<file path="src/battery_level_averager_assert.svh">
// ----------------------------------------------------------------------------
// Battery level averager assertion macros
// Shorthand for the concurrent checks of the battery gauge datapath.
// ----------------------------------------------------------------------------
`ifndef BATTERY_LEVEL_AVERAGER_ASSERT_SVH
`define BATTERY_LEVEL_AVERAGER_ASSERT_SVH

// Check that a condition implies a consequence in the same cycle.
`define BLA_ASSERT_NOW(label, clk, rst, ante, cons) \
   label: assert property (@(posedge clk) disable iff (rst) (ante) |-> (cons)) \
      else $error("battery_level_averager: same-cycle check failed");

// Check that a condition implies a consequence in the next cycle.
`define BLA_ASSERT_NEXT(label, clk, rst, ante, cons) \
   label: assert property (@(posedge clk) disable iff (rst) (ante) |=> (cons)) \
      else $error("battery_level_averager: next-cycle check failed");

`endif

</file>
<file path="src/bla_pkg.sv">
// ----------------------------------------------------------------------------
// Battery level averager package
// Shared widths, constants, register indexes and divider handshake types.
// ----------------------------------------------------------------------------
package bla_pkg;

   // Default ring depth
   localparam int RING_DEPTH_DEF = 10;

   // Field widths
   localparam int SAMPLE_W = 12;
   localparam int PIN_W    = 12;
   localparam int MV_W     = 16;
   localparam int PCT_W    = 7;
   localparam int OHM_W    = 20;
   localparam int CSR_IDX_W = 2;

   // Conversion constants
   localparam int ADC_FULL_SCALE = 4095;
   localparam int PIN_FULL_MV    = 3300;
   localparam int PCT_FULL       = 100;
   localparam logic [MV_W-1:0] MV_SATURATE = '1;

   // Configuration register indexes
   localparam logic [CSR_IDX_W-1:0] CSR_DIV_TOP    = 2'd0;
   localparam logic [CSR_IDX_W-1:0] CSR_DIV_BOTTOM = 2'd1;
   localparam logic [CSR_IDX_W-1:0] CSR_EMPTY_MV   = 2'd2;
   localparam logic [CSR_IDX_W-1:0] CSR_FULL_MV    = 2'd3;

   // Configuration reset values
   localparam logic [OHM_W-1:0] DIV_TOP_RST    = 20'd100000;
   localparam logic [OHM_W-1:0] DIV_BOTTOM_RST = 20'd100000;
   localparam logic [MV_W-1:0]  EMPTY_MV_RST   = 16'd3300;
   localparam logic [MV_W-1:0]  FULL_MV_RST    = 16'd4200;

   // Serial divider sizing: widest dividend is the rounded divider scaling
   localparam int DVD_W = 34;
   localparam int DIV_W = OHM_W + 1;
   localparam int NB_W  = $clog2(DVD_W + 1);

   // Product widths ahead of the divider
   localparam int PIN_PROD_W = 24;
   localparam int BAT_PROD_W = 33;
   localparam int PCT_PROD_W = 23;

   // Divider start request
   typedef struct packed {
      logic             start;
      logic [DVD_W-1:0] dividend;
      logic [DIV_W-1:0] divisor;
      logic [NB_W-1:0]  nbits;
   } div_req_type;

   // Divider status and result
   typedef struct packed {
      logic             busy;
      logic             done;
      logic [DVD_W-1:0] quotient;
   } div_rsp_type;

endpackage

</file>
<file path="src/bla_ring.sv">
// ----------------------------------------------------------------------------
// Battery level averager sample ring
// Holds recent samples, their running sum and the count of nonzero entries.
// ----------------------------------------------------------------------------
module bla_ring #(
   parameter int RING_DEPTH = bla_pkg::RING_DEPTH_DEF,
   parameter int SUM_W      = bla_pkg::SAMPLE_W + $clog2(RING_DEPTH),
   parameter int CNT_W      = $clog2(RING_DEPTH + 1)
) (
   input  logic                          clock,
   input  logic                          reset,
   input  logic                          push,
   input  logic [bla_pkg::SAMPLE_W-1:0]  sample,
   output logic [SUM_W-1:0]              sum,
   output logic [CNT_W-1:0]              count
);
   import bla_pkg::*;

   localparam int SLOT_W = (RING_DEPTH > 1) ? $clog2(RING_DEPTH) : 1;
   localparam logic [SLOT_W-1:0] SLOT_LAST = SLOT_W'(RING_DEPTH - 1);

   logic [SAMPLE_W-1:0] ring_ff [RING_DEPTH];
   logic [SLOT_W-1:0]   slot_ff, slot_in;
   logic [SUM_W-1:0]    sum_ff, sum_in;
   logic [CNT_W-1:0]    count_ff, count_in;
   logic [SAMPLE_W-1:0] old_sample;

   // Replace the oldest entry and update the running totals
   always_comb begin
      old_sample = ring_ff[slot_ff];
      sum_in     = sum_ff - SUM_W'(old_sample) + SUM_W'(sample);
      count_in   = count_ff - CNT_W'(old_sample != '0) + CNT_W'(sample != '0);
      slot_in    = (slot_ff == SLOT_LAST) ? '0 : slot_ff + 1'b1;
   end

   always_ff @(posedge clock) begin
      if (reset) begin
         for (int i = 0; i < RING_DEPTH; i++) begin
            ring_ff[i] <= '0;
         end
         slot_ff  <= '0;
         sum_ff   <= '0;
         count_ff <= '0;
      end else if (push) begin
         ring_ff[slot_ff] <= sample;
         slot_ff          <= slot_in;
         sum_ff           <= sum_in;
         count_ff         <= count_in;
      end
   end

   assign sum   = sum_ff;
   assign count = count_ff;

endmodule

</file>
<file path="src/bla_div.sv">
// ----------------------------------------------------------------------------
// Battery level averager serial divider
// Restoring divider that retires one quotient bit per cycle.
// ----------------------------------------------------------------------------
module bla_div (
   input  logic                  clock,
   input  logic                  reset,
   input  bla_pkg::div_req_type  req,
   output bla_pkg::div_rsp_type  rsp
);
   import bla_pkg::*;

   logic             busy_ff, busy_in;
   logic             done_ff, done_in;
   logic [NB_W-1:0]  cnt_ff, cnt_in;
   logic [DVD_W-1:0] dvd_ff, dvd_in;
   logic [DVD_W-1:0] quo_ff, quo_in;
   logic [DIV_W-1:0] dvs_ff, dvs_in;
   logic [DIV_W-1:0] rem_ff, rem_in;
   logic [DIV_W:0]   trial;
   logic [DIV_W:0]   diff;
   logic             qbit;

   // Shift in the next dividend bit and try one subtraction
   always_comb begin
      trial = {rem_ff, dvd_ff[DVD_W-1]};
      diff  = trial - {1'b0, dvs_ff};
      qbit  = (trial >= {1'b0, dvs_ff});

      busy_in = busy_ff;
      done_in = 1'b0;
      cnt_in  = cnt_ff;
      dvd_in  = dvd_ff;
      quo_in  = quo_ff;
      dvs_in  = dvs_ff;
      rem_in  = rem_ff;

      if (req.start) begin
         busy_in = 1'b1;
         cnt_in  = req.nbits;
         dvd_in  = req.dividend;
         dvs_in  = req.divisor;
         quo_in  = '0;
         rem_in  = '0;
      end else if (busy_ff) begin
         dvd_in = {dvd_ff[DVD_W-2:0], 1'b0};
         quo_in = {quo_ff[DVD_W-2:0], qbit};
         rem_in = qbit ? diff[DIV_W-1:0] : trial[DIV_W-1:0];
         cnt_in = cnt_ff - 1'b1;
         if (cnt_ff == NB_W'(1)) begin
            busy_in = 1'b0;
            done_in = 1'b1;
         end
      end
   end

   always_ff @(posedge clock) begin
      if (reset) begin
         busy_ff <= 1'b0;
         done_ff <= 1'b0;
         cnt_ff  <= '0;
      end else begin
         busy_ff <= busy_in;
         done_ff <= done_in;
         cnt_ff  <= cnt_in;
      end
   end

   always_ff @(posedge clock) begin
      dvd_ff <= dvd_in;
      quo_ff <= quo_in;
      dvs_ff <= dvs_in;
      rem_ff <= rem_in;
   end

   assign rsp.busy     = busy_ff;
   assign rsp.done     = done_ff;
   assign rsp.quotient = quo_ff;

endmodule

</file>
<file path="src/battery_level_averager.sv">
// ----------------------------------------------------------------------------
// Battery level averager
// Moving-average battery gauge: ring average, pin and battery millivolts, and
// charge percentage, all divisions done on one shared bit-serial divider.
// ----------------------------------------------------------------------------
// Usage:
//   req_* carries one raw ADC sample per transfer; rsp_* returns one result
//   per sample. csr_* writes the divider resistors and the empty/full limits;
//   the user must write them only while the block is idle, as the block
//   itself does not enforce it. The block works on one sample at a time.
//   req_tready is high only while the sequencer is idle. Each sample runs up
//   to four divisions of 16/SUM_W, 24, 34 and 23 quotient bits on the shared
//   serial divider. Divisions that are not needed (empty ring, zero bottom
//   resistor, clamped percentage) are skipped; the pin division always runs.
//   A new sample is taken once the sequencer has loaded the result into the
//   output register and returned to idle.
//   A result that the receiver stalls waits in the output register; the next
//   sample is still taken and processed, and its result waits in the
//   sequencer until the output register frees up.
//   Reset clears the sample ring, the running totals, the configuration
//   registers to their defaults and both channels.
// ----------------------------------------------------------------------------
`include "battery_level_averager_assert.svh"

module battery_level_averager #(
   parameter int RING_DEPTH = bla_pkg::RING_DEPTH_DEF
) (
   input  logic                            clock,
   input  logic                            reset,
   // req_tdata: [11:0] raw_sample, [15:12] zero
   input  logic                            req_tvalid,
   output logic                            req_tready,
   input  logic [15:0]                     req_tdata,
   // rsp_tdata: [11:0] average_raw, [23:12] pin_mv, [39:24] vbat_mv,
   //            [46:40] percent, [47] zero
   output logic                            rsp_tvalid,
   input  logic                            rsp_tready,
   output logic [47:0]                     rsp_tdata,
   input  logic                            csr_we,
   input  logic [bla_pkg::CSR_IDX_W-1:0]   csr_index,
   input  logic [bla_pkg::OHM_W-1:0]       csr_wdata
);
   import bla_pkg::*;

   localparam int SUM_W = SAMPLE_W + $clog2(RING_DEPTH);
   localparam int CNT_W = $clog2(RING_DEPTH + 1);

   // Sequencer states
   localparam logic [3:0] S_IDLE  = 4'd0;
   localparam logic [3:0] S_AVG   = 4'd1;
   localparam logic [3:0] S_AVG_W = 4'd2;
   localparam logic [3:0] S_PIN   = 4'd3;
   localparam logic [3:0] S_PIN_W = 4'd4;
   localparam logic [3:0] S_BAT   = 4'd5;
   localparam logic [3:0] S_BAT_W = 4'd6;
   localparam logic [3:0] S_PCT   = 4'd7;
   localparam logic [3:0] S_PCT_W = 4'd8;
   localparam logic [3:0] S_OUT   = 4'd9;

   logic                push;
   logic [SUM_W-1:0]    sum;
   logic [CNT_W-1:0]    count;
   div_req_type         div_req;
   div_rsp_type         div_rsp;

   logic [3:0]          state_ff, state_in;
   logic                div_wait;
   logic [OHM_W-1:0]    div_top_ff, div_bottom_ff;
   logic [MV_W-1:0]     empty_mv_ff, full_mv_ff;
   logic [SAMPLE_W-1:0] avg_ff, avg_in;
   logic [PIN_W-1:0]    pin_ff, pin_in;
   logic [MV_W-1:0]     bat_ff, bat_in;
   logic [PCT_W-1:0]    pct_ff, pct_in;

   logic                rsp_valid_ff, rsp_valid_in;
   logic                rsp_load;
   logic [SAMPLE_W-1:0] rsp_avg_ff;
   logic [PIN_W-1:0]    rsp_pin_ff;
   logic [MV_W-1:0]     rsp_bat_ff;
   logic [PCT_W-1:0]    rsp_pct_ff;

   logic [PIN_PROD_W-1:0] pin_prod;
   logic [OHM_W:0]        ratio_sum;
   logic [BAT_PROD_W-1:0] bat_prod;
   logic [MV_W-1:0]       bat_over_empty;
   logic [PCT_PROD_W-1:0] pct_prod;

   // Ring of recent samples with running sum and nonzero count
   bla_ring #(
      .RING_DEPTH (RING_DEPTH),
      .SUM_W      (SUM_W),
      .CNT_W      (CNT_W)
   ) u_ring (
      .clock  (clock),
      .reset  (reset),
      .push   (push),
      .sample (req_tdata[SAMPLE_W-1:0]),
      .sum    (sum),
      .count  (count)
   );

   // Shared serial divider
   bla_div u_div (
      .clock (clock),
      .reset (reset),
      .req   (div_req),
      .rsp   (div_rsp)
   );

   assign req_tready = (state_ff == S_IDLE);
   assign push       = req_tvalid && req_tready;

   // Divider results are consumed only in the wait states
   assign div_wait = (state_ff inside {S_AVG_W, S_PIN_W, S_BAT_W, S_PCT_W});

   // Hold configuration registers
   always_ff @(posedge clock) begin
      if (reset) begin
         div_top_ff    <= DIV_TOP_RST;
         div_bottom_ff <= DIV_BOTTOM_RST;
         empty_mv_ff   <= EMPTY_MV_RST;
         full_mv_ff    <= FULL_MV_RST;
      end else if (csr_we) begin
         case (csr_index)
            CSR_DIV_TOP:    div_top_ff    <= csr_wdata;
            CSR_DIV_BOTTOM: div_bottom_ff <= csr_wdata;
            CSR_EMPTY_MV:   empty_mv_ff   <= csr_wdata[MV_W-1:0];
            CSR_FULL_MV:    full_mv_ff    <= csr_wdata[MV_W-1:0];
            default: begin
            end
         endcase
      end
   end

   // Products feeding the divider, one multiplier per operand pair
   always_comb begin
      pin_prod       = PIN_PROD_W'(avg_ff) * PIN_PROD_W'(PIN_FULL_MV);
      ratio_sum      = {1'b0, div_top_ff} + {1'b0, div_bottom_ff};
      bat_prod       = BAT_PROD_W'(pin_ff) * BAT_PROD_W'(ratio_sum);
      bat_over_empty = bat_ff - empty_mv_ff;
      pct_prod       = PCT_PROD_W'(bat_over_empty) * PCT_PROD_W'(PCT_FULL);
   end

   // Sequence the four conversion steps
   always_comb begin
      state_in = state_ff;
      avg_in   = avg_ff;
      pin_in   = pin_ff;
      bat_in   = bat_ff;
      pct_in   = pct_ff;
      rsp_load = 1'b0;

      div_req.start    = 1'b0;
      div_req.dividend = '0;
      div_req.divisor  = '0;
      div_req.nbits    = '0;

      case (state_ff)
         S_IDLE: begin
            if (push) begin
               state_in = S_AVG;
            end
         end
         S_AVG: begin
            if (count == '0) begin
               avg_in   = '0;
               state_in = S_PIN;
            end else begin
               div_req.start    = 1'b1;
               div_req.dividend = {sum, {(DVD_W - SUM_W){1'b0}}};
               div_req.divisor  = DIV_W'(count);
               div_req.nbits    = NB_W'(SUM_W);
               state_in         = S_AVG_W;
            end
         end
         S_AVG_W: begin
            if (div_rsp.done) begin
               avg_in   = div_rsp.quotient[SAMPLE_W-1:0];
               state_in = S_PIN;
            end
         end
         S_PIN: begin
            div_req.start    = 1'b1;
            div_req.dividend = {pin_prod, {(DVD_W - PIN_PROD_W){1'b0}}};
            div_req.divisor  = DIV_W'(ADC_FULL_SCALE);
            div_req.nbits    = NB_W'(PIN_PROD_W);
            state_in         = S_PIN_W;
         end
         S_PIN_W: begin
            if (div_rsp.done) begin
               pin_in   = div_rsp.quotient[PIN_W-1:0];
               state_in = S_BAT;
            end
         end
         S_BAT: begin
            // Zero bottom resistor saturates any nonzero pin voltage
            if (div_bottom_ff == '0) begin
               bat_in   = (pin_ff != '0) ? MV_SATURATE : '0;
               state_in = S_PCT;
            end else begin
               div_req.start    = 1'b1;
               div_req.dividend = {bat_prod, 1'b0} + DVD_W'(div_bottom_ff);
               div_req.divisor  = {div_bottom_ff, 1'b0};
               div_req.nbits    = NB_W'(DVD_W);
               state_in         = S_BAT_W;
            end
         end
         S_BAT_W: begin
            if (div_rsp.done) begin
               bat_in = (div_rsp.quotient[DVD_W-1:MV_W] != '0) ?
                        MV_SATURATE : div_rsp.quotient[MV_W-1:0];
               state_in = S_PCT;
            end
         end
         S_PCT: begin
            // Clamp at the limits, empty checked first
            if (bat_ff <= empty_mv_ff) begin
               pct_in   = '0;
               state_in = S_OUT;
            end else if (bat_ff >= full_mv_ff) begin
               pct_in   = PCT_W'(PCT_FULL);
               state_in = S_OUT;
            end else begin
               div_req.start    = 1'b1;
               div_req.dividend = {pct_prod, {(DVD_W - PCT_PROD_W){1'b0}}};
               div_req.divisor  = DIV_W'(full_mv_ff - empty_mv_ff);
               div_req.nbits    = NB_W'(PCT_PROD_W);
               state_in         = S_PCT_W;
            end
         end
         S_PCT_W: begin
            if (div_rsp.done) begin
               pct_in   = div_rsp.quotient[PCT_W-1:0];
               state_in = S_OUT;
            end
         end
         S_OUT: begin
            if (!rsp_valid_ff || rsp_tready) begin
               rsp_load = 1'b1;
               state_in = S_IDLE;
            end
         end
         default: begin
            state_in = S_IDLE;
         end
      endcase
   end

   // Output register: load a finished result, drop it on transfer
   always_comb begin
      rsp_valid_in = rsp_valid_ff;
      if (rsp_load) begin
         rsp_valid_in = 1'b1;
      end else if (rsp_tready) begin
         rsp_valid_in = 1'b0;
      end
   end

   always_ff @(posedge clock) begin
      if (reset) begin
         state_ff     <= S_IDLE;
         rsp_valid_ff <= 1'b0;
      end else begin
         state_ff     <= state_in;
         rsp_valid_ff <= rsp_valid_in;
      end
   end

   always_ff @(posedge clock) begin
      avg_ff <= avg_in;
      pin_ff <= pin_in;
      bat_ff <= bat_in;
      pct_ff <= pct_in;
      if (rsp_load) begin
         rsp_avg_ff <= avg_ff;
         rsp_pin_ff <= pin_ff;
         rsp_bat_ff <= bat_ff;
         rsp_pct_ff <= pct_ff;
      end
   end

   assign rsp_tvalid = rsp_valid_ff;
   assign rsp_tdata  = {1'b0, rsp_pct_ff, rsp_bat_ff, rsp_pin_ff, rsp_avg_ff};

   // Checks
   `BLA_ASSERT_NEXT(a_accept_starts_avg, clock, reset, push, state_ff == S_AVG)
   `BLA_ASSERT_NOW(a_done_in_wait, clock, reset, div_rsp.done, div_wait)
   `BLA_ASSERT_NOW(a_start_when_free, clock, reset, div_req.start, !div_rsp.busy)
   `BLA_ASSERT_NOW(a_count_range, clock, reset, 1'b1, count <= CNT_W'(RING_DEPTH))
   `BLA_ASSERT_NOW(a_pct_range, clock, reset, rsp_valid_ff, rsp_pct_ff <= PCT_W'(PCT_FULL))

endmodule
</file>
<file path="config.mk">
export PLATFORM = sky130hd
export DESIGN_NAME = battery_level_averager
export DESIGN_NICKNAME = d
export VERILOG_FILES = /design/src/bla_pkg.sv /design/src/bla_ring.sv /design/src/bla_div.sv /design/src/battery_level_averager.sv
export VERILOG_INCLUDE_DIRS = /design/src /design/src/src
export SDC_FILE = /design/constraint.sdc
export NUM_CORES = 2
export LEC_CHECK = 0
export ABC_AREA = 1
export BUFFER_PORTS_ARGS = -buffer_cell sky130_fd_sc_hd__clkbuf_2
export CAP_MARGIN = 20
export CORE_MARGIN = 2
export CORE_UTILIZATION = 35
export CTS_CLUSTER_DIAMETER = 120
export DETAILED_ROUTE_END_ITERATION = 7
export GPL_ROUTABILITY_DRIVEN = 1
export MAX_ROUTING_LAYER = met4
export PLACE_DENSITY = 0.57
export SYNTH_ARGS = -nofsm -noshare
export SYNTH_HDL_FRONTEND = slang
export SYNTH_HIERARCHICAL = 1
export SYNTH_SLANG_ARGS = --single-unit
</file>
<file path="constraint.sdc">
create_clock -name clock -period 12.4 [get_ports clock]
set_clock_uncertainty 0.15 [all_clocks]
set_input_delay 1.86 -clock clock [delete_from_list [all_inputs] [get_ports clock]]
set_output_delay 1.86 -clock clock [all_outputs]
set_load 0.05 [all_outputs]
</file>
==> results.txt <==
run status = complete, no violations
slowest CP cell = xnor2_1
clk sinks = 509
Net count, final = 5707
die width = 344.0 um
required time of the critical path = 12.63 ns
cell area after synthesis = 40470 um2
first-pass GRT wire length = 184500 um
DRC = 0
max incr delay on CP = 0.87 ns
RSZ-0062 raised after global routing = false
max-cap viol count = 0
Longest Clk Path Bufs = 3
clk slew on worst S/H paths = 0.07 ns
die area = 118400 um2
final hold viol count = 0
Worst Tran Pin Value = 1.160 ns
1st-pass router iterations = 5
initial antenna violation count = 1
IO buf count = 87
DR vias = 33040
crit start category = register
vias in the first global route = 32570
share of cells above drive strength 1 = 0.07382
CTS H-tree lvls = 2
CTS Hold Buffers Added = 0
post-route setup TNS = 0 ns
TritonCTS clock tree = yes
Slew Limit Fails = 0
I/O pins = 93
ANT cells = 0
Worst path top cell family by delay = adder cells
row count = 124
gr usage total = 0.2054
Detail Route Antenna Nets = 0
min Tclk post-route = 9.199 ns
postcts setup bufs = 0
Post-Syn Nets = 5660
core area = 114500 um2
CTS Buf Count = 52
Root Buffer = clkbuf_16
Ys Warns = 6
Final setup violation count = 0
Layout area overhead = 9.264%
Routed WL = 117400 um
Buf/Inv on CP = 7
Die Ht = 344.0 um
Max Fclk = 108.7 MHz
clk_lat worst skew = 0.62 ns
GRT overflow = 0
Iter 0 DRT Violations = 2487
critical path class = reg2reg
crit path max fanout = 10
Critical Path End Type = register
WL/cell = 17.67 um
WP data arrival = 9.43 ns
largest net degree at the start of global routing = 70
DP HPWL = 90100 um
DR vias/cell = 4.971
RD Place Congestion = 0.9051
Hold Path Class = reg2reg
final critical-path share of the clock period = 0.7418
post_cts resized = 0
cell count after synthesis = 5043
initial core utilization = 0.3534
syn_area_per_cell = 8.024 um2
worst relative slew slack = 0.2265
-- final cells by class --
class | instances | area [um2]
Multi-Input combinational cell | 3512 | 22900
Clock buffer | 67 | 1461
Clock inverter | 31 | 252.7
Sequential cell | 509 | 13610
Fill cell | 11880 | 70290
Timing Repair Buffer | 134 | 792.0
Inverter | 881 | 3307
Tap cell | 1512 | 1892
-- cells in the final DEF (no fill, tap or decap), drive strengths merged, types with 6 or more instances in the layout --
master	count
ha	324
a21o	13
clkbuf	154
a21oi	250
nor4	9
o31ai	8
o21bai	12
inv	881
o22ai	39
a31oi	12
a21boi	6
dfxtp	168
clkinv	24
buf	47
or2	38
nor2	519
edfxtp	341
fa	250
nand3	314
o21ai	238
and2	8
nor3	30
nand2	1235
xnor2	33
nand3b	19
xor2	57
nand4	40
o211ai	35
-- per-layer routing --
metal	share of wire	global-route usage	vias to the layer above	wire length [um]
li1	-	-	16250	-
met1	0.45	0.2711	15850	53180
met2	0.47	0.3349	791	55050
met3	0.052	0.02293	153	6134
met4	0.026	0.05471	0	3040
met5	0	-	-	0
-- through the flow --
step	cells	setup WS, ns	cell area, um2	util	hold slack, ns
floorplan	5043	4.969	40470	-	0.2503
global placement	6544	3.252	42470	0.3709	0.2550
detailed placement	6545	3.254	42480	0.3710	0.2552
CTS	6643	3.232	44190	0.3859	0.2705
global route	6646	2.644	44210	0.3861	0.2716
finish	6646	3.201	44210	0.3861	0.2694
-- state kept, by name, summed over array words and instances, names as in the netlist, 12 cells and up, named ones only --
name and cells:
rsp_avg_ff 12, avg_ff 12, u_div/rem_ff 21, empty_mv_ff 16, div_top_ff 20, u_div/quo_ff 34, div_bottom_ff 20, u_div/dvd_ff 34
rsp_pin_ff 12, pin_ff 12, u_div/dvs_ff 21, full_mv_ff 16, u_ring/ring_ff 192, bat_ff 16, u_ring/sum 16, rsp_bat_ff 16
-- path summary, 6_finish.rpt --
path               startpoint          endpoint  slack, ns  cells past startpoint
max          div_bottom_ff[1]  u_div/dvd_ff[23]       3.20                     36
min                 pct_ff[0]     rsp_pct_ff[0]       0.27                      0
max reg2reg  div_bottom_ff[1]  u_div/dvd_ff[23]       3.20                     36
min reg2reg         pct_ff[0]     rsp_pct_ff[0]       0.27                      0
Power is left out: the tool's default activity adds up to more than one toggle a clock period on the data nets, which glitch-free logic cannot reach.
